`config.mk`:
```
export PLATFORM = sky130hd
export DESIGN_NAME = asde_queue
export DESIGN_NICKNAME = d
export VERILOG_FILES = /design/src/rtl/asde_pkg.sv /design/src/rtl/asde_queue.sv
export SDC_FILE = /design/constraint.sdc
export NUM_CORES = 1
export LEC_CHECK = 0
export BUFFER_PORTS_ARGS = -buffer_cell sky130_fd_sc_hd__buf_2
export CAP_MARGIN = 20
export CORE_ASPECT_RATIO = 0.75
export CORE_MARGIN = 2
export CORE_UTILIZATION = 52
export DETAILED_ROUTE_END_ITERATION = 16
export PLACE_DENSITY = 0.79
export SLEW_MARGIN = 20
export SYNTH_ARGS = -nofsm -noshare
export SYNTH_HDL_FRONTEND = slang
export SYNTH_SLANG_ARGS = --single-unit
```
`constraint.sdc`:
```
create_clock -name aclk -period 2.9 [get_ports aclk]
set_input_delay 0.145 -clock aclk [delete_from_list [all_inputs] [get_ports aclk]]
set_output_delay 0.145 -clock aclk [all_outputs]
set_load 0.02 [all_outputs]
```
`src/rtl/asde_pkg.sv`:
```
// ----------------------------------------------------------------------------
// asde_pkg
// Shared widths, constants and the front-to-back item type of the airspeed
// sensor delay emulator.
// ----------------------------------------------------------------------------
package asde_pkg;

    // ring of timestamped samples
    localparam int RING_DEPTH = 64;
    localparam int ADDR_W     = $clog2(RING_DEPTH);
    // the write slot wraps at SLOT_SPAN, so at most 128 slots ever get used
    localparam int SLOT_SPAN  = (RING_DEPTH < 128) ? RING_DEPTH : 128;

    // field widths
    localparam int TIME_W  = 32;
    localparam int SPEED_W = 20;
    localparam int DELAY_W = 16;
    localparam int OUT_W   = 16;
    localparam int RAW_W   = 26;
    localparam int ENTRY_W = TIME_W + RAW_W;

    // raw = floor(a^2 * 10000 / 5103616) + 2013*256; ratio reduced by 16
    localparam int SQ_W       = 2 * SPEED_W - 1;
    localparam int NUM_W      = 48;
    localparam int Q_W        = RAW_W;
    localparam int RATIO_MUL  = 625;
    localparam int RATIO_DIV  = 318976;
    localparam int RAW_OFFSET = 2013 * 256;
    localparam int RAW_LIMIT  = 262140 * 256;

    // saturated once the quotient reaches Q_SAT: compare the scaled square
    localparam int               Q_SAT   = RAW_LIMIT - RAW_OFFSET + 1;
    localparam logic [NUM_W-1:0] SAT_NUM = NUM_W'(Q_SAT) * NUM_W'(RATIO_DIV);

    // 318976 = 623 << 9; quotient by 623 from a reciprocal estimate
    localparam int RATIO_SH  = 9;
    localparam int RATIO_ODD = 623;
    localparam int N1_W      = NUM_W - RATIO_SH;
    localparam int EST_SH    = 10;
    localparam int RECIP_K   = 110304136;       // floor(2^36 / 623)
    localparam int RECIP_SH  = 26;
    localparam int PROD_W    = Q_W + 27;
    localparam int REM_W     = 12;

    // timing rules, milliseconds
    localparam int STORE_SPACING = 10;
    localparam int MATCH_WINDOW  = 200;
    localparam int DIST_W        = $clog2(MATCH_WINDOW + 1);

    localparam logic [OUT_W-1:0] SAT_VALUE = 16'hFFFF;

    // queue between front and back
    localparam int QUEUE_DEPTH = 2;
    localparam int QPTR_W      = (QUEUE_DEPTH > 1) ? $clog2(QUEUE_DEPTH) : 1;
    localparam int QCNT_W      = $clog2(QUEUE_DEPTH + 1);

    typedef struct packed {
        logic [TIME_W-1:0] now_ms;
        logic [RAW_W-1:0]  raw;
        logic              sat;
    } item_t;

endpackage

```
`src/rtl/asde_queue.sv`:
```
// ----------------------------------------------------------------------------
// asde_queue
// Short register queue between front and back ends.
// ----------------------------------------------------------------------------
module asde_queue (
    input  logic            aclk,
    input  logic            aresetn,
    input  asde_pkg::item_t in_item,
    input  logic            in_valid,
    output logic            in_ready,
    output asde_pkg::item_t out_item,
    output logic            out_valid,
    input  logic            out_ready
);
    import asde_pkg::*;

    item_t             entry_reg [QUEUE_DEPTH];
    logic [QPTR_W-1:0] wr_ptr_reg;
    logic [QPTR_W-1:0] rd_ptr_reg;
    logic [QCNT_W-1:0] count_reg;

    logic push;
    logic pop;

    assign in_ready  = (count_reg != QCNT_W'(QUEUE_DEPTH));
    assign out_valid = (count_reg != '0);
    assign out_item  = entry_reg[rd_ptr_reg];
    assign push      = in_valid && in_ready;
    assign pop       = out_valid && out_ready;

    always_ff @(posedge aclk) begin
        if (push) begin
            entry_reg[wr_ptr_reg] <= in_item;
        end
    end

    always_ff @(posedge aclk) begin
        if (!aresetn) begin
            wr_ptr_reg <= '0;
            rd_ptr_reg <= '0;
            count_reg  <= '0;
        end else begin
            if (push) begin
                wr_ptr_reg <= (wr_ptr_reg == QPTR_W'(QUEUE_DEPTH - 1)) ? '0
                                                                       : wr_ptr_reg + 1'b1;
            end
            if (pop) begin
                rd_ptr_reg <= (rd_ptr_reg == QPTR_W'(QUEUE_DEPTH - 1)) ? '0
                                                                       : rd_ptr_reg + 1'b1;
            end
            if (push && !pop) begin
                count_reg <= count_reg + 1'b1;
            end else if (pop && !push) begin
                count_reg <= count_reg - 1'b1;
            end
        end
    end

`ifndef SYNTH
    a_count_bound: assert property (@(posedge aclk) disable iff (!aresetn)
        count_reg <= QCNT_W'(QUEUE_DEPTH))
        else $error("queue count beyond depth");
`endif

endmodule

```
==> results.json <==
{
  "run_status": "complete, no violations",
  "drc": 0,
  "critical_path_required_ps": 2990,
  "hold_start": "in_valid",
  "slew_viol_final": 0,
  "grt_pass1_vias": 2703,
  "switching_power_mw": 1.65,
  "antenna_cells": 0,
  "grt_setup_unrepaired": "no",
  "worst_slew_pin_slew_ps": 732,
  "grt_start_max_net_pins": 32,
  "initial_core_util": 0.536,
  "clock-sinks": 123,
  "cp.arrival_ps": 1990,
  "path_max_fanout": 31,
  "critPathCaptureType": "flop",
  "dieArea_sq_mm": 0.00949,
  "fill_cells": 500,
  "swShare": 0.290,
  "critPathMaxStageDelay_ps": 670,
  "syn_avg_cell_area_sq_um": 21.8,
  "total_power_mw": 5.70,
  "yosysUniqueCellTypes": 21,
  "cts_root_buffer": "clkbuf_16",
  "wl_mm": 8.52,
  "min_to": "wr_ptr_reg$_SDFFE_PN0P_",
  "htreeDepth": 4,
  "detail-route-antenna-nets": 0,
  "synth_seq_cells": 123,
  "dp_cells": 436,
  "seqPwrFrac": 0.402,
  "largest_reg_flops": 118,
  "maxCapViolations": 0,
  "track_usage": 0.188,
  "synth_seq_area_share": 0.803,
  "die_h_microns": 84.9,
  "instances_no_fill": 528,
  "reg2reg_from": "count_reg[0]$_SDFFE_PN0P_",
  "layout_common_cells": "buf_2 (123), edfxtp_1 (118), dlygate4sd3_1 (60)",
  "area_growth_pct": 42.2,
  "grt_pass1_wl_mm": 13.3,
  "peakVddDrop_mv": 0.625,
  "synth_flop_cell": "edfxtp_1",
  "r2r_cells": 3,
  "syn_nets": 272,
  "viasPerCell": 4.95,
  "synth-edff-count": 118,
  "placed_area_sq_mm": 0.00530,
  "clk_latency_ps": 400,
  "r2r_slack_ps": 1000,
  "min_path_type": "in -> reg",
  "clock_path_buffers": 2,
  "fin_skew_ps": 6.30,
  "hold_viol": 0,
  "start_kind": "flop",
  "die_x_microns": 112,
  "netlist_area_sq_mm": 0.00454,
  "max_freq_mhz": 526,
  "first_pass_iters": 4,
  "power-per-cell-area_mw_per_mm2": 884,
  "dr.first_iter.drc_count": 116,
  "r2r_end": "entry_reg[1][40]$_DFFE_PP_",
  "cpMaxStageDelayCell": "and3_2",
  "internal_power_mw": 4.05,
  "wl_per_cell_microns": 16.1,
  "layout_min_cycle_time_ps": 1900,
  "tns_ps": 0,
  "final_common_cell": "buf_2",
  "via_count": 2616,
  "clkPwrFrac": 0.337,
  "ys_warn_count": 0,
  "cts_made_buffers": 17,
  "grt_overflow_total": 0,
  "critPathKind": "reg -> reg",
  "hold-path-cell-count": 3,
  "drive_gt1_frac": 0.531,
  "p_comb_frac": 0.261,
  "core_area_sq_mm": 0.00845,
  "antenna_found_initial": 0,
  "post_cts_buffers": 0,
  "design_area_sq_mm": 0.00645,
  "whs_ps": 79.5,
  "clkTransAtPathRegs_ps": 50,
  "cts_tree": "yes",
  "rows": 29,
  "path_cells": "nand2b_4, and3_2, buf_12",
  "ys_async_sr_fraction": 0,
  "max_slew_margin": 0.512,
  "synth_cells": 208,
  "final_nets": 471,
  "setup_viol": 0,
  "hpwlAfterDp_mm": 5.10,
  "gp_congestion": 0.761,
  "io_pins": 124,
  "power.leakage_nw": 2.47,
  "portBuffers": 123,
  "period_share": 0.656
}
-- kinds of logic (layout without fill, tap and decap cells) --
group / after synthesis / in the layout / share of synthesized area
AO/OA/AOI/OAI: 5 / 5 / 0.00772
XOR/XNOR: 3 / 3 / 0.00579
adder cells (fa/ha/maj): 1 / 1 / 0.00276
buffers and inverters: 8 / 220 / 0.0113
flip-flops: 123 / 123 / 0.803
multiplexers: 59 / 59 / 0.155
AND/OR/NAND/NOR: 9 / 9 / 0.0143
-- metrics by stage --
step	setup WS [ps]	utilization
detailed placement	997	0.626
global route	872	0.763
finish	998	0.763
floorplan	432	-
global placement	1050	0.626
CTS	988	0.763
-- area by class of cell --
| cell class | instances | area [sq um] | area share |
|---|---|---|---|
| multi-input cells | 77 | 842 | 0.131 |
| well taps | 108 | 135 | 0.0209 |
| repair buffers | 187 | 1270 | 0.197 |
| clock buffers | 18 | 429 | 0.0665 |
| clock inverters | 14 | 125 | 0.0194 |
| inverters | 1 | 3.75 | 0.000582 |
| flip-flops and latches | 123 | 3640 | 0.565 |
-- worst max-delay path by stage --
stage	from	to	slack [ps]	cells past startpoint
detailed placement	count_reg[0]$_SDFFE_PN0P_	entry_reg[1][13]$_DFFE_PP_	1000	3
global route	count_reg[0]$_SDFFE_PN0P_	entry_reg[1][20]$_DFFE_PP_	870	3
finish	count_reg[0]$_SDFFE_PN0P_	entry_reg[1][40]$_DFFE_PP_	1000	3
CTS	count_reg[0]$_SDFFE_PN0P_	entry_reg[1][22]$_DFFE_PP_	990	3
floorplan	count_reg[0]$_SDFFE_PN0P_	entry_reg[1][0]$_DFFE_PP_	430	2
global placement	count_reg[0]$_SDFFE_PN0P_	entry_reg[1][17]$_DFFE_PP_	1050	3
-- per-layer routing --
| metal | global-route usage | vias up | share of wire |
|---|---|---|---|
| met3 | 0.0736 | 6 | 0.072 |
| met4 | 0.0651 | 0 | 0.0080 |
| met1 | 0.223 | 1294 | 0.41 |
| met5 | 0 | - | 0 |
| li1 | - | 1220 | - |
| met2 | 0.316 | 96 | 0.51 |
-- critical path, delay by kind of cell, from the launching register on --
kind	cells	cell delay, ps
AND/OR/NAND/NOR	2	860
flip-flops	1	410
buffers and inverters	1	290
-- Yosys cell counts (2+ instances only) --
master      n  area share
mux2_4     10       0.033
buf_2       5      0.0055
and2_1      4      0.0055
buf_6       2      0.0050
mux2_2     49        0.12
edfxtp_1  118        0.78
dfxtp_1     5       0.022
xnor2_1     2      0.0039
-- power by group through the flow --
stage               clock (mW)  sequential, mW  combinational, mW
floorplan                    0            2.31               1.02
global placement             0            2.31               1.42
detailed placement           0            2.33               1.43
CTS                       1.94            2.29               1.50
global route              2.03            2.31               1.59
finish                    1.92            2.29               1.49
-- repair_timing --
action	in CTS	in global routing
endpoints found under the hold margin	121	0
gates resized for setup	0	0
hold buffers	60	0
No activity file was read; power rests on OpenSTA's default activity.
