## src/rtl/asde_pkg.sv

```systemverilog
// ----------------------------------------------------------------------------
// asde_pkg
// Shared widths, constants and the front-to-back item type of the airspeed
// sensor delay emulator.
// ----------------------------------------------------------------------------
package asde_pkg;

    // ring of timestamped samples
    localparam int RING_DEPTH = 64;
    localparam int ADDR_W     = $clog2(RING_DEPTH);
    // the write slot wraps at SLOT_SPAN, so at most 128 slots ever get used
    localparam int SLOT_SPAN  = (RING_DEPTH < 128) ? RING_DEPTH : 128;

    // field widths
    localparam int TIME_W  = 32;
    localparam int SPEED_W = 20;
    localparam int DELAY_W = 16;
    localparam int OUT_W   = 16;
    localparam int RAW_W   = 26;
    localparam int ENTRY_W = TIME_W + RAW_W;

    // raw = floor(a^2 * 10000 / 5103616) + 2013*256; ratio reduced by 16
    localparam int SQ_W       = 2 * SPEED_W - 1;
    localparam int NUM_W      = 48;
    localparam int Q_W        = RAW_W;
    localparam int RATIO_MUL  = 625;
    localparam int RATIO_DIV  = 318976;
    localparam int RAW_OFFSET = 2013 * 256;
    localparam int RAW_LIMIT  = 262140 * 256;

    // saturated once the quotient reaches Q_SAT: compare the scaled square
    localparam int               Q_SAT   = RAW_LIMIT - RAW_OFFSET + 1;
    localparam logic [NUM_W-1:0] SAT_NUM = NUM_W'(Q_SAT) * NUM_W'(RATIO_DIV);

    // 318976 = 623 << 9; quotient by 623 from a reciprocal estimate
    localparam int RATIO_SH  = 9;
    localparam int RATIO_ODD = 623;
    localparam int N1_W      = NUM_W - RATIO_SH;
    localparam int EST_SH    = 10;
    localparam int RECIP_K   = 110304136;       // floor(2^36 / 623)
    localparam int RECIP_SH  = 26;
    localparam int PROD_W    = Q_W + 27;
    localparam int REM_W     = 12;

    // timing rules, milliseconds
    localparam int STORE_SPACING = 10;
    localparam int MATCH_WINDOW  = 200;
    localparam int DIST_W        = $clog2(MATCH_WINDOW + 1);

    localparam logic [OUT_W-1:0] SAT_VALUE = 16'hFFFF;

    // queue between front and back
    localparam int QUEUE_DEPTH = 2;
    localparam int QPTR_W      = (QUEUE_DEPTH > 1) ? $clog2(QUEUE_DEPTH) : 1;
    localparam int QCNT_W      = $clog2(QUEUE_DEPTH + 1);

    typedef struct packed {
        logic [TIME_W-1:0] now_ms;
        logic [RAW_W-1:0]  raw;
        logic              sat;
    } item_t;

endpackage

```

## src/rtl/asde_front.sv

```systemverilog
// ----------------------------------------------------------------------------
// asde_front
// Accepts an item, squares the speed and scales it by 10000/5103616 with a
// reciprocal estimate and a small remainder correction; flags saturation and
// hands the item to the queue.
// ----------------------------------------------------------------------------
module asde_front (
    input  logic                               aclk,
    input  logic                               aresetn,
    input  logic                               s_valid,
    output logic                               s_ready,
    input  logic        [asde_pkg::TIME_W-1:0]  s_now_ms,
    input  logic signed [asde_pkg::SPEED_W-1:0] s_airspeed,
    output asde_pkg::item_t                    q_item,
    output logic                               q_valid,
    input  logic                               q_ready
);
    import asde_pkg::*;

    typedef enum logic [2:0] {
        ST_IDLE,
        ST_SQR,
        ST_MUL,
        ST_CHK,
        ST_REM,
        ST_FIX,
        ST_PUSH
    } state_t;

    state_t              state_reg;
    logic [TIME_W-1:0]   now_reg;
    logic [SPEED_W-1:0]  mag_reg;
    logic [SQ_W-1:0]     sq_reg;
    logic [NUM_W-1:0]    num_reg;
    logic [Q_W-1:0]      est_reg;
    logic [REM_W-1:0]    rem_reg;
    logic [Q_W-1:0]      q_reg;
    logic                presat_reg;

    logic [SPEED_W-1:0]   mag_in;
    logic [2*SPEED_W-1:0] sq_full;
    logic [NUM_W-1:0]     num;
    logic [N1_W-1:0]      num_hi;
    logic [PROD_W-1:0]    est_prod;
    logic [N1_W-1:0]      rem_full;
    logic [1:0]           fix;
    logic [RAW_W-1:0]     raw_sum;

    assign mag_in  = s_airspeed[SPEED_W-1] ? ($unsigned(~s_airspeed) + SPEED_W'(1))
                                           : $unsigned(s_airspeed);
    assign sq_full = mag_reg * mag_reg;
    assign num     = NUM_W'(sq_reg) * NUM_W'(RATIO_MUL);

    // estimate from the top bits is low by at most three
    assign num_hi   = num_reg[NUM_W-1:RATIO_SH];
    assign est_prod = PROD_W'(num_hi[EST_SH +: Q_W]) * PROD_W'(RECIP_K);
    assign rem_full = num_hi - N1_W'(est_reg) * N1_W'(RATIO_ODD);
    assign fix      = (rem_reg >= REM_W'(3 * RATIO_ODD)) ? 2'd3 :
                      (rem_reg >= REM_W'(2 * RATIO_ODD)) ? 2'd2 :
                      (rem_reg >= REM_W'(RATIO_ODD))     ? 2'd1 : 2'd0;
    assign raw_sum  = q_reg + RAW_W'(RAW_OFFSET);

    assign s_ready        = (state_reg == ST_IDLE);
    assign q_valid        = (state_reg == ST_PUSH);
    assign q_item.now_ms  = now_reg;
    assign q_item.raw     = raw_sum;
    assign q_item.sat     = presat_reg;

    always_ff @(posedge aclk) begin
        if (!aresetn) begin
            state_reg <= ST_IDLE;
        end else begin
            unique case (state_reg)
                ST_IDLE: begin
                    if (s_valid) begin
                        now_reg   <= s_now_ms;
                        mag_reg   <= mag_in;
                        state_reg <= ST_SQR;
                    end
                end
                ST_SQR: begin
                    sq_reg    <= sq_full[SQ_W-1:0];
                    state_reg <= ST_MUL;
                end
                ST_MUL: begin
                    num_reg   <= num;
                    state_reg <= ST_CHK;
                end
                ST_CHK: begin
                    // quotient at or past the limit: saturated, no quotient needed
                    presat_reg <= (num_reg >= SAT_NUM);
                    est_reg    <= est_prod[RECIP_SH +: Q_W];
                    state_reg  <= (num_reg >= SAT_NUM) ? ST_PUSH : ST_REM;
                end
                ST_REM: begin
                    rem_reg   <= rem_full[REM_W-1:0];
                    state_reg <= ST_FIX;
                end
                ST_FIX: begin
                    q_reg     <= est_reg + Q_W'(fix);
                    state_reg <= ST_PUSH;
                end
                ST_PUSH: begin
                    if (q_ready) begin
                        state_reg <= ST_IDLE;
                    end
                end
                default: state_reg <= ST_IDLE;
            endcase
        end
    end

`ifndef SYNTH
    a_fix_rem_bound: assert property (@(posedge aclk) disable iff (!aresetn)
        (state_reg == ST_FIX) |-> (rem_reg < REM_W'(4 * RATIO_ODD)))
        else $error("quotient estimate out of range");
`endif

endmodule

```

## config.mk

```make
export PLATFORM = sky130hd
export DESIGN_NAME = asde_front
export DESIGN_NICKNAME = d
export VERILOG_FILES = /design/src/rtl/asde_pkg.sv /design/src/rtl/asde_front.sv
export SDC_FILE = /design/constraint.sdc
export NUM_CORES = 2
export LEC_CHECK = 0
export BUFFER_PORTS_ARGS = -buffer_cell sky130_fd_sc_hd__buf_4
export CAP_MARGIN = 20
export CORE_AREA = 2 2 313 315
export CTS_CLUSTER_SIZE = 25
export DETAILED_ROUTE_END_ITERATION = 16
export DIE_AREA = 0 0 315 317
export GPL_ROUTABILITY_DRIVEN = 0
export PLACE_DENSITY = 0.52
export SYNTH_ARGS = -nofsm -noshare
export SYNTH_HDL_FRONTEND = slang
export SYNTH_SLANG_ARGS = --single-unit
```

## constraint.sdc

```tcl
create_clock -name aclk -period 7.6 [get_ports aclk]
set_input_delay 0.38 -clock aclk [delete_from_list [all_inputs] [get_ports aclk]]
set_output_delay 0.38 -clock aclk [all_outputs]
set_load 0.01 [all_outputs]
```

==> results.json <==
{
  "slew_headroom": 0.396,
  "dp_hpwl_um": 64900,
  "die_y_um": 317,
  "ys_ff_latch": 197,
  "period_needed_ns": 7.18,
  "synth_top_area_share": 0.337,
  "clock_path_buffers": 2,
  "grt_overflow_total": 0,
  "core_area_mm2": 0.0963,
  "fmax_mhz": 139,
  "yosysSeqAreaShare": 0.162,
  "dr.pass1.iters": 5,
  "grt_use_total": 0.155,
  "rsz0062_at_grt": "false",
  "crit_chain": "inv_1, ha_1, fa_1, inv_1, fa_1, fa_1, fa_1, inv_1, fa_1, fa_1, ha_1, and3_1, a221o_1, a21oi_2, o221ai_2, a21oi_2, o21ai_2, a221oi_4, o21ai_2, or4b_4, a31oi_4, xnor2_1",
  "dieArea_mm2": 0.0999,
  "io_buffer_count": 116,
  "grt_pass1_vias": 24078,
  "layout.nets": 4989,
  "status": "complete, no violations",
  "rrSetupSlack_ns": 0.42,
  "synth_warnings": 0,
  "clock_latency_ns": 0.51,
  "crit_arrival_ns": 7.43,
  "clk_pin_slew_ns": 0.09,
  "setup_viol": 0,
  "dr_total_vias": 22612,
  "drv_slew": 0,
  "boundaryPins": 117,
  "numClockSinks": 197,
  "avgViaCountPerCell": 4.52,
  "synth.avg_cell_area_um2": 10.2,
  "drc": 0,
  "finalCritPeriodShare": 0.944,
  "critPathSlowestCell": "fa_1",
  "grt_max_degree": 53,
  "hold_end": "now_reg[11]",
  "yosys-top-cells-area": "fa_1 34%, ha_1 21%, edfxtp_1 16%",
  "path_class": "flip-flop to flip-flop",
  "largest_reg_flops": 39,
  "syn_inst": 3581,
  "cp.depth": 22,
  "fin_worst_skew_ns": 0.0202,
  "r2r_cells": 22,
  "wl_per_cell_um": 14.6,
  "synthFlopType": "edfxtp_1",
  "cp_common_cell": "fa_1",
  "min_path_cells": 1,
  "drive_gt1_frac": 0.0606,
  "synth_commonest_cells": "1067 x inv_1, 613 x fa_1, 604 x ha_1",
  "grt_pass1_wl_um": 123000,
  "finalHoldViolations": 0,
  "cp-end-kind": "flip-flop",
  "cts_tree": "done",
  "synth.most_common_cell": "inv_1",
  "initial_core_util": 0.378,
  "crit_family": "adder cells",
  "yosysTopAreaCell": "fa_1",
  "fp.dieW_um": 315,
  "root_buffer": "clkbuf_16",
  "critPathMaxFanout": 8,
  "r2r-start": "num_reg[35]",
  "hold_start": "s_now_ms[11]",
  "crit_buf_inv": 3,
  "start_kind": "flip-flop",
  "tightest_slew_ns": 0.902,
  "required_ns": 7.86,
  "antenna_found_initial": 0,
  "routed_wl_um": 72900,
  "netlist_area_mm2": 0.0364,
  "htreeDepth": 4,
  "finalSetupTns_ns": 0,
  "area_growth_pct": 9.04,
  "synth_enable_flop_cells": 194,
  "async_flop_share": 0,
  "rows": 114,
  "numCtsBuffers": 17,
  "crit_start": "num_reg[35]",
  "yosys.cell_types.count": 71,
  "drt_iter0_markers": 880,
  "maxCapViolations": 0,
  "hold_path_class": "primary input to flip-flop",
  "r2r_end": "est_reg[20]",
  "antenna_cells": 0,
  "postRouteAntennaNets": 0,
  "slowest_delay_ns": 0.59
}
-- worst max-delay path by stage --
stage and to:
2_1_floorplan sq_reg[38], 3_3_place_gp sq_reg[38], 3_5_place_dp est_reg[20], 4_1_cts est_reg[20], 5_1_grt sq_reg[38], 6_report est_reg[20]
-- layout by cell type, fill, tap and decap left out, types with 11 or more instances in the layout --
master            n
inv_1          1067
fa_1            613
ha_1            604
edfxtp_1        194
nand2_1         174
buf_4           166
xnor2_1         141
a21oi_1         100
and2_1           80
nor2_1           80
a21o_1           66
o21ai_0          59
xor2_1           51
nand3_1          33
nand2b_1         19
and3_1           19
nor3_1           19
o21a_1           18
o21bai_1         17
clkbuf_16        17
nor2b_1          15
nand4_1          14
or3_1            13
a31oi_1          11
dlygate4sd3_1    11
-- worst register-to-register path, stage by stage, from the launching register on --
cell and delay, ns:
edfxtp_1 0.46, inv_1 0.20, ha_1 0.30, fa_1 0.59, inv_1 0.08, fa_1 0.57
fa_1 0.45, fa_1 0.49, inv_1 0.05, fa_1 0.50, fa_1 0.50, ha_1 0.31
and3_1 0.20, a221o_1 0.33, a21oi_2 0.17, o221ai_2 0.15, a21oi_2 0.21, o21ai_2 0.14
a221oi_4 0.30, o21ai_2 0.17, or4b_4 0.53, a31oi_4 0.17, xnor2_1 0.07
-- kinds of logic after synthesis --
kind of cell / count (synthesis) / share of synthesized area
AOI/OAI and AO/OA: 354 / 0.0650
xor gates and xnor gates: 192 / 0.0462
adders and majority gates: 1217 / 0.544
buffers and inverters: 1129 / 0.117
DFF: 197 / 0.162
muxes: 1 / 0.000309
other: 1 / 0.000103
and+or+nand+nor: 490 / 0.0654
-- stage by stage --
stage / worst slack, ns / hold WS (ns) / utilization / cell area, um^2 / instances
floorplan: 0.467 / 0.479 / - / 36400 / 3582
global placement: 0.290 / 0.558 / 0.405 / 39000 / 4960
detailed placement: 0.273 / 0.559 / 0.405 / 39000 / 4960
CTS: 0.237 / 0.000223 / 0.412 / 39700 / 5003
global route: 0.00383 / 0.0121 / 0.413 / 39700 / 5005
finish: 0.423 / 0.0405 / 0.413 / 39700 / 5005
-- metal layers --
metal,track usage,vias to the layer above,share of wire
met5,0,-,0
met1,0.208,11016,0.48
met2,0.270,222,0.48
li1,-,11332,-
met3,0.0193,42,0.024
met4,0.0291,0,0.011
-- repair_timing --
action | CTS | global route
endpoints found under the setup margin | 0 | 4
resized for setup | 0 | 1
setup buffers | 0 | 2
hold endpoints to repair | 11 | 0
hold buffers | 11 | 0
-- cell type report --
class                   instances  area [um^2]
fillers                      9606        56600
multi-input cells            2256        26300
flip-flops and latches        197         5890
inverters                    1067         4010
well taps                    1276         1600
repair buffers                177         1360
clock buffers                  17          425
clock inverters                15          160
Power is not shown: default switching activity piles up to over one toggle a cycle in this logic, so the estimate is an artifact.
