$ cat src/rtl/asde_pkg.sv
// ----------------------------------------------------------------------------
// asde_pkg
// Shared widths, constants and the front-to-back item type of the airspeed
// sensor delay emulator.
// ----------------------------------------------------------------------------
package asde_pkg;

    // ring of timestamped samples
    localparam int RING_DEPTH = 64;
    localparam int ADDR_W     = $clog2(RING_DEPTH);
    // the write slot wraps at SLOT_SPAN, so at most 128 slots ever get used
    localparam int SLOT_SPAN  = (RING_DEPTH < 128) ? RING_DEPTH : 128;

    // field widths
    localparam int TIME_W  = 32;
    localparam int SPEED_W = 20;
    localparam int DELAY_W = 16;
    localparam int OUT_W   = 16;
    localparam int RAW_W   = 26;
    localparam int ENTRY_W = TIME_W + RAW_W;

    // raw = floor(a^2 * 10000 / 5103616) + 2013*256; ratio reduced by 16
    localparam int SQ_W       = 2 * SPEED_W - 1;
    localparam int NUM_W      = 48;
    localparam int Q_W        = RAW_W;
    localparam int RATIO_MUL  = 625;
    localparam int RATIO_DIV  = 318976;
    localparam int RAW_OFFSET = 2013 * 256;
    localparam int RAW_LIMIT  = 262140 * 256;

    // saturated once the quotient reaches Q_SAT: compare the scaled square
    localparam int               Q_SAT   = RAW_LIMIT - RAW_OFFSET + 1;
    localparam logic [NUM_W-1:0] SAT_NUM = NUM_W'(Q_SAT) * NUM_W'(RATIO_DIV);

    // 318976 = 623 << 9; quotient by 623 from a reciprocal estimate
    localparam int RATIO_SH  = 9;
    localparam int RATIO_ODD = 623;
    localparam int N1_W      = NUM_W - RATIO_SH;
    localparam int EST_SH    = 10;
    localparam int RECIP_K   = 110304136;       // floor(2^36 / 623)
    localparam int RECIP_SH  = 26;
    localparam int PROD_W    = Q_W + 27;
    localparam int REM_W     = 12;

    // timing rules, milliseconds
    localparam int STORE_SPACING = 10;
    localparam int MATCH_WINDOW  = 200;
    localparam int DIST_W        = $clog2(MATCH_WINDOW + 1);

    localparam logic [OUT_W-1:0] SAT_VALUE = 16'hFFFF;

    // queue between front and back
    localparam int QUEUE_DEPTH = 2;
    localparam int QPTR_W      = (QUEUE_DEPTH > 1) ? $clog2(QUEUE_DEPTH) : 1;
    localparam int QCNT_W      = $clog2(QUEUE_DEPTH + 1);

    typedef struct packed {
        logic [TIME_W-1:0] now_ms;
        logic [RAW_W-1:0]  raw;
        logic              sat;
    } item_t;

endpackage

$ cat src/rtl/asde_ram.sv
// ----------------------------------------------------------------------------
// asde_ram
// Generic single-write, single-read RAM with registered read data.
// ----------------------------------------------------------------------------
module asde_ram #(
    parameter int WIDTH = 8,
    parameter int DEPTH = 64
) (
    input  logic                     aclk,
    input  logic                     we,
    input  logic [$clog2(DEPTH)-1:0] waddr,
    input  logic [WIDTH-1:0]         wdata,
    input  logic                     re,
    input  logic [$clog2(DEPTH)-1:0] raddr,
    output logic [WIDTH-1:0]         rdata
);

    logic [WIDTH-1:0] mem [DEPTH];

    always_ff @(posedge aclk) begin
        if (we) begin
            mem[waddr] <= wdata;
        end
        if (re) begin
            rdata <= mem[raddr];
        end
    end

endmodule

$ cat src/rtl/asde_back.sv
// ----------------------------------------------------------------------------
// asde_back
// Stores spaced samples in the ring, scans it for the entry nearest the
// delayed time and drives the output register; saturated items skip both.
// ----------------------------------------------------------------------------
module asde_back (
    input  logic                          aclk,
    input  logic                          aresetn,
    input  asde_pkg::item_t               q_item,
    input  logic                          q_valid,
    output logic                          q_ready,
    input  logic [asde_pkg::DELAY_W-1:0]  delay_ms,
    output logic                          m_valid,
    input  logic                          m_ready,
    output logic [asde_pkg::OUT_W-1:0]    m_sensor_value
);
    import asde_pkg::*;

    typedef enum logic [2:0] {
        ST_IDLE,
        ST_EVAL,
        ST_SCAN,
        ST_DRAIN,
        ST_OUT
    } state_t;

    state_t            state_reg;
    item_t             item_reg;
    logic [TIME_W-1:0] last_store_reg;
    logic [ADDR_W-1:0] slot_reg;
    logic [RING_DEPTH-1:0] valid_reg;
    logic [TIME_W-1:0] target_reg;
    logic [ADDR_W-1:0] scan_addr_reg;
    logic              rd_pend_reg;
    logic              rd_ok_reg;
    logic              d_vld_reg;
    logic [TIME_W-1:0] d_reg;
    logic [RAW_W-1:0]  d_smp_reg;
    logic [DIST_W-1:0] best_dist_reg;
    logic [RAW_W-1:0]  best_raw_reg;
    logic              m_valid_reg;
    logic [OUT_W-1:0]  m_value_reg;

    logic              store_due;
    logic              ram_we;
    logic              ram_re;
    logic [ENTRY_W-1:0] ram_rdata;
    logic [TIME_W-1:0] delay_ext;
    logic [TIME_W-1:0] target_next;
    logic [TIME_W-1:0] rd_time;
    logic [RAW_W-1:0]  rd_smp;
    logic [TIME_W-1:0] dist_now;
    logic              out_free;
    logic              match;
    logic [OUT_W-1:0]  result;

    assign store_due   = (item_reg.now_ms >= (last_store_reg + TIME_W'(STORE_SPACING)));
    assign ram_we      = (state_reg == ST_EVAL) && !item_reg.sat && store_due;
    assign ram_re      = (state_reg == ST_SCAN);
    assign delay_ext   = TIME_W'(delay_ms);
    assign target_next = (item_reg.now_ms > delay_ext) ? (item_reg.now_ms - delay_ext)
                                                       : item_reg.now_ms;

    // entries never written read as time 0, sample 0
    assign rd_time  = rd_ok_reg ? ram_rdata[RAW_W +: TIME_W] : '0;
    assign rd_smp   = rd_ok_reg ? ram_rdata[RAW_W-1:0] : '0;
    assign dist_now = (target_reg > rd_time) ? (target_reg - rd_time)
                                             : (rd_time - target_reg);

    assign out_free = !m_valid_reg || m_ready;
    assign match    = (best_dist_reg < DIST_W'(MATCH_WINDOW));
    assign result   = item_reg.sat ? SAT_VALUE :
                      match        ? best_raw_reg[RAW_W-1 -: OUT_W]
                                   : item_reg.raw[RAW_W-1 -: OUT_W];

    assign q_ready        = (state_reg == ST_IDLE);
    assign m_valid        = m_valid_reg;
    assign m_sensor_value = m_value_reg;

    asde_ram #(
        .WIDTH (ENTRY_W),
        .DEPTH (RING_DEPTH)
    ) u_ring (
        .aclk  (aclk),
        .we    (ram_we),
        .waddr (slot_reg),
        .wdata ({item_reg.now_ms, item_reg.raw}),
        .re    (ram_re),
        .raddr (scan_addr_reg),
        .rdata (ram_rdata)
    );

    // scan pipeline: read, distance, compare
    always_ff @(posedge aclk) begin
        if (!aresetn) begin
            rd_pend_reg <= 1'b0;
            d_vld_reg   <= 1'b0;
        end else begin
            rd_pend_reg <= ram_re;
            d_vld_reg   <= rd_pend_reg;
        end
        rd_ok_reg <= valid_reg[scan_addr_reg];
        d_reg     <= dist_now;
        d_smp_reg <= rd_smp;
    end

    always_ff @(posedge aclk) begin
        if (!aresetn) begin
            state_reg      <= ST_IDLE;
            last_store_reg <= '0;
            slot_reg       <= '0;
            valid_reg      <= '0;
            scan_addr_reg  <= '0;
            best_dist_reg  <= DIST_W'(MATCH_WINDOW);
            m_valid_reg    <= 1'b0;
        end else begin
            if (d_vld_reg && (d_reg < TIME_W'(best_dist_reg))) begin
                best_dist_reg <= DIST_W'(d_reg);
                best_raw_reg  <= d_smp_reg;
            end

            if (state_reg == ST_OUT && out_free) begin
                m_valid_reg <= 1'b1;
                m_value_reg <= result;
            end else if (m_ready) begin
                m_valid_reg <= 1'b0;
            end

            unique case (state_reg)
                ST_IDLE: begin
                    if (q_valid) begin
                        item_reg  <= q_item;
                        state_reg <= ST_EVAL;
                    end
                end
                ST_EVAL: begin
                    best_dist_reg <= DIST_W'(MATCH_WINDOW);
                    target_reg    <= target_next;
                    scan_addr_reg <= '0;
                    if (item_reg.sat) begin
                        state_reg <= ST_OUT;
                    end else begin
                        if (store_due) begin
                            last_store_reg      <= item_reg.now_ms;
                            valid_reg[slot_reg] <= 1'b1;
                            slot_reg <= (slot_reg == ADDR_W'(SLOT_SPAN - 1)) ? '0
                                                                            : slot_reg + 1'b1;
                        end
                        state_reg <= ST_SCAN;
                    end
                end
                ST_SCAN: begin
                    scan_addr_reg <= scan_addr_reg + 1'b1;
                    if (scan_addr_reg == ADDR_W'(RING_DEPTH - 1)) begin
                        state_reg <= ST_DRAIN;
                    end
                end
                ST_DRAIN: begin
                    if (!rd_pend_reg && !d_vld_reg) begin
                        state_reg <= ST_OUT;
                    end
                end
                ST_OUT: begin
                    if (out_free) begin
                        state_reg <= ST_IDLE;
                    end
                end
                default: state_reg <= ST_IDLE;
            endcase
        end
    end

`ifndef SYNTH
    a_best_in_window: assert property (@(posedge aclk) disable iff (!aresetn)
        best_dist_reg <= DIST_W'(MATCH_WINDOW))
        else $error("best distance above match window");

    a_drained_at_out: assert property (@(posedge aclk) disable iff (!aresetn)
        (state_reg == ST_OUT) |-> (!rd_pend_reg && !d_vld_reg))
        else $error("result taken before scan pipeline drained");

    a_slot_range: assert property (@(posedge aclk) disable iff (!aresetn)
        {1'b0, slot_reg} < (ADDR_W+1)'(SLOT_SPAN))
        else $error("write slot out of range");
`endif

endmodule

$ cat config.mk
export PLATFORM = sky130hd
export DESIGN_NAME = asde_back
export DESIGN_NICKNAME = d
export VERILOG_FILES = /design/src/rtl/asde_pkg.sv /design/src/rtl/asde_ram.sv /design/src/rtl/asde_back.sv
export SDC_FILE = /design/constraint.sdc
export NUM_CORES = 2
export LEC_CHECK = 0
export BUFFER_PORTS_ARGS = -buffer_cell sky130_fd_sc_hd__buf_2
export CORE_ASPECT_RATIO = 1.4
export CORE_UTILIZATION = 50
export DETAILED_ROUTE_END_ITERATION = 16
export PLACE_DENSITY = 0.62
export RECOVER_POWER = 25
export SETUP_SLACK_MARGIN = 0.3
export SYNTH_ARGS = -nofsm -noshare
export SYNTH_HDL_FRONTEND = slang
export SYNTH_SLANG_ARGS = --single-unit
$ cat constraint.sdc
create_clock -name aclk -period 9.9 [get_ports aclk]
set_clock_uncertainty 0.05 [all_clocks]
set_input_delay 1.98 -clock aclk [delete_from_list [all_inputs] [get_ports aclk]]
set_output_delay 1.98 -clock aclk [all_outputs]
set_load 0.02 [all_outputs]
==> reports/qor.json <==
{
  "synth": {
    "synth.largest_area_cell": "edfxtp_1",
    "yosysWarnings": 0,
    "yosys_register_bits": 3404,
    "synth_sequential_area_ratio_pct": 75.2,
    "netlist_top_cells_area": "edfxtp_1 (73%), mux4_2 (17%), dfxtp_1 (2.6%)",
    "postSynth.topFlopCell": "edfxtp_1",
    "post_synth.cell_area_avg_um2": 21.9,
    "synth-async-reset-ratio_pct": 0,
    "synthDistinctLibCells": 78,
    "syn-num-nets": 6296,
    "netlist_instances": 6093,
    "synthDominantCellAreaShare_pct": 72.6,
    "synth-edff-count": 3233,
    "syn_area_um2": 134000
  },
  "timing": {
    "final_min_period_over_clock_period_pct": 80.6,
    "final_max_slew_viol_count": 1972,
    "final-hold-violation-count": 0,
    "timing.final.ws_setup_ns": 1.92,
    "fin_tns_setup_ns": 0,
    "grt_setup_unrepaired": "false",
    "max_slew.worst_pin.slew_ns": 3.78,
    "finalSetupViolations": 0,
    "max_freq_mhz": 125,
    "worst_slew_margin_rel_pct": -152,
    "timing.final.crit_period_ns": 7.98
  },
  "floorplan": {
    "floorplan.core_area_um2": 266000,
    "row_count": 224,
    "fp.dieW_um": 439,
    "total_die_area_um2": 269000,
    "ios": 97,
    "die_height_um": 614,
    "initial_core_util_pct": 50.3
  },
  "worst_setup_path": {
    "cp_data_arrival_time_ns": 8.40,
    "worst-path-max-fanout": 71,
    "crit_path_end_kind": "register",
    "crit_required_ns": 10.32,
    "worst-setup-path-type": "reg2reg",
    "worst_setup_path_start_kind": "register"
  },
  "grt": {
    "grt_start_max_net_pins": 140,
    "grt_use_total_pct": 26.8,
    "antenna_found_initial": 21,
    "grt_overflow": 0,
    "first_global_vias": 66122,
    "wire_length_of_the_first_global_routing_pass_mm": 503
  },
  "cells_and_area": {
    "fill_cells": 19486,
    "final_layout_size_suffix_gt1_share_pct": 27.9,
    "largest_register_ff_count": 3072,
    "stdcell_count": 10185,
    "final_nets": 6621,
    "syn_to_final_growth_pct": 12.0,
    "post-route-util_pct": 56.3
  },
  "power_and_ir_drop": {
    "post-layout-total-power_w": 0.0296,
    "comb_power_share_pct": 4.8,
    "switching_power_w": 0.00626,
    "seqPwrFrac_pct": 53.9,
    "power.clock.fraction_pct": 41.3,
    "internal-power_w": 0.0233,
    "power.share.switching_pct": 21.2,
    "power-per-cell-area_nw_per_um2": 198,
    "p_leak_nw": 46.3,
    "ir_drop_v": 0.000135
  },
  "clock_tree": {
    "clock_tree.buffer_depth": 4,
    "post_cts_setup_buffer_count": 0,
    "clk_latency_ns": 0.90,
    "tritoncts": "built",
    "clockRootBuffer": "clkbuf_16",
    "h_tree_lvl_count": 5,
    "cts-buffers-inserted": 326,
    "clock_sinks": 3404,
    "ctsResizeCount": 0,
    "post_cts_hold_buffer_count": 0,
    "worst_setup_hold_path_clk_slew_ns": 0.06
  },
  "drt": {
    "detail_route.first_pass.iterations": 5,
    "routed_wire_length_per_instance_um": 35.3,
    "antenna_left": 0,
    "via_count": 64924,
    "overall_routed_net_length_mm": 360,
    "initial_drc_count": 7749,
    "route.detailed.vias_per_inst": 6.37,
    "detail_route.drc_violations": 0
  },
  "placement": {
    "gp_congestion": 0.894,
    "dp.final_hpwl_mm": 206,
    "placed_cells": 9593,
    "place_worst_setup_slack_ns": 2.89,
    "port_buffers": 86
  },
  "job": {
    "max_cap_violations": 32
  },
  "status": {
    "violations": "max-capacitance violations, max-slew violations",
    "run_status": "complete, but fails checks"
  },
  "min_path": {
    "hold_path_class": "reg2reg"
  }
}
==> metal layers <==
layer	GRT usage, %	vias up	share of wire, %
met5	0	-	0.015
met4	7.99	6	3.1
met3	3.26	511	6.8
met2	45.8	2743	51
met1	36.3	35446	39
li1	-	26218	-
==> cells in the mapped netlist, types with 41 or more instances <==
| master | number |
|---|---|
| o21ai_0 | 77 |
| mux4_2 | 1023 |
| buf_2 | 61 |
| nand2_1 | 162 |
| edfxtp_1 | 3233 |
| dfxtp_1 | 171 |
| xor2_1 | 47 |
| clkbuf_1 | 215 |
| ha_1 | 121 |
| nor3_1 | 68 |
| mux2i_1 | 61 |
| nor2_1 | 152 |
| a21oi_1 | 113 |
| xnor2_1 | 41 |
| inv_1 | 112 |
==> cell families (layout without fill, tap and decap cells) <==
family,Yosys count,count (layout),synth area share [%]
xor gates and xnor gates,88,88,0.577
muxes,1096,1096,17.8
buffers and inverters,424,1005,1.28
other,0,8,0
and+or+nand+nor,577,577,2.09
DFF,3404,3404,75.2
adders and majority gates,124,124,1.18
AOI/OAI and AO/OA,380,380,1.88
==> final timing paths <==
check | from | endpoint | slack [ns] | cells past startpoint
worst max-delay path | item_reg[44] | u_ring.mem[8][24] | 1.92 | 11
worst min register to register | d_smp_reg[23] | best_raw_reg[23] | 0.35 | 0
worst max register to register | item_reg[44] | u_ring.mem[8][24] | 1.92 | 11
worst min-delay path | d_smp_reg[23] | best_raw_reg[23] | 0.35 | 0
==> power groups by stage <==
stage	combinational (W)	sequential (W)	clock, W
2_1_floorplan	0.000835	0.0163	0
3_3_place_gp	0.00141	0.0162	0
3_5_place_dp	0.00143	0.0162	0
4_1_cts	0.00143	0.0159	0.0124
5_1_grt	0.00151	0.0159	0.0129
6_report	0.00142	0.0159	0.0122
==> placed cells by master, fill, tap and decap left out, types with 76 or more instances in the layout <==
cell,count
a21oi_1,113
buf_2,86
buf_4,175
clkbuf_1,112
clkbuf_16,339
dfxtp_1,164
edfxtp_1,3233
ha_1,121
inv_1,110
mux4_2,1023
nand2_1,161
nor2_1,126
o21ai_0,76
==> through the flow <==
step	hold slack, ns	instance area [um^2]
5_1_grt	0.356	150000
4_1_cts	0.353	150000
3_3_place_gp	0.342	140000
6_report	0.351	150000
3_5_place_dp	0.341	140000
2_1_floorplan	0.336	134000
==> cell type report <==
cell class / count / area (um^2) / share of cell area [%]
flip-flops and latches: 3404 / 101000 / 67.2
multi-input cells: 2265 / 31900 / 21.3
clock buffers: 427 / 8890 / 5.94
well taps: 3503 / 4380 / 2.93
repair buffers: 309 / 2150 / 1.44
clock inverters: 157 / 1360 / 0.910
inverters: 112 / 423 / 0.283
diodes: 8 / 20.0 / 0.0134
==> worst max-delay path, cell delays in order, from the launching register on <==
cell,delay (ns)
edfxtp_1,0.32
clkbuf_1,2.56
ha_1,0.48
nand4_1,0.11
nor2_1,0.11
nand2_1,0.09
nor4_1,0.32
a221o_1,0.56
nand3_1,0.68
or2_2,0.76
nor2_4,0.60
buf_4,0.78
Note: power is estimated with default switching activity, not from simulation.
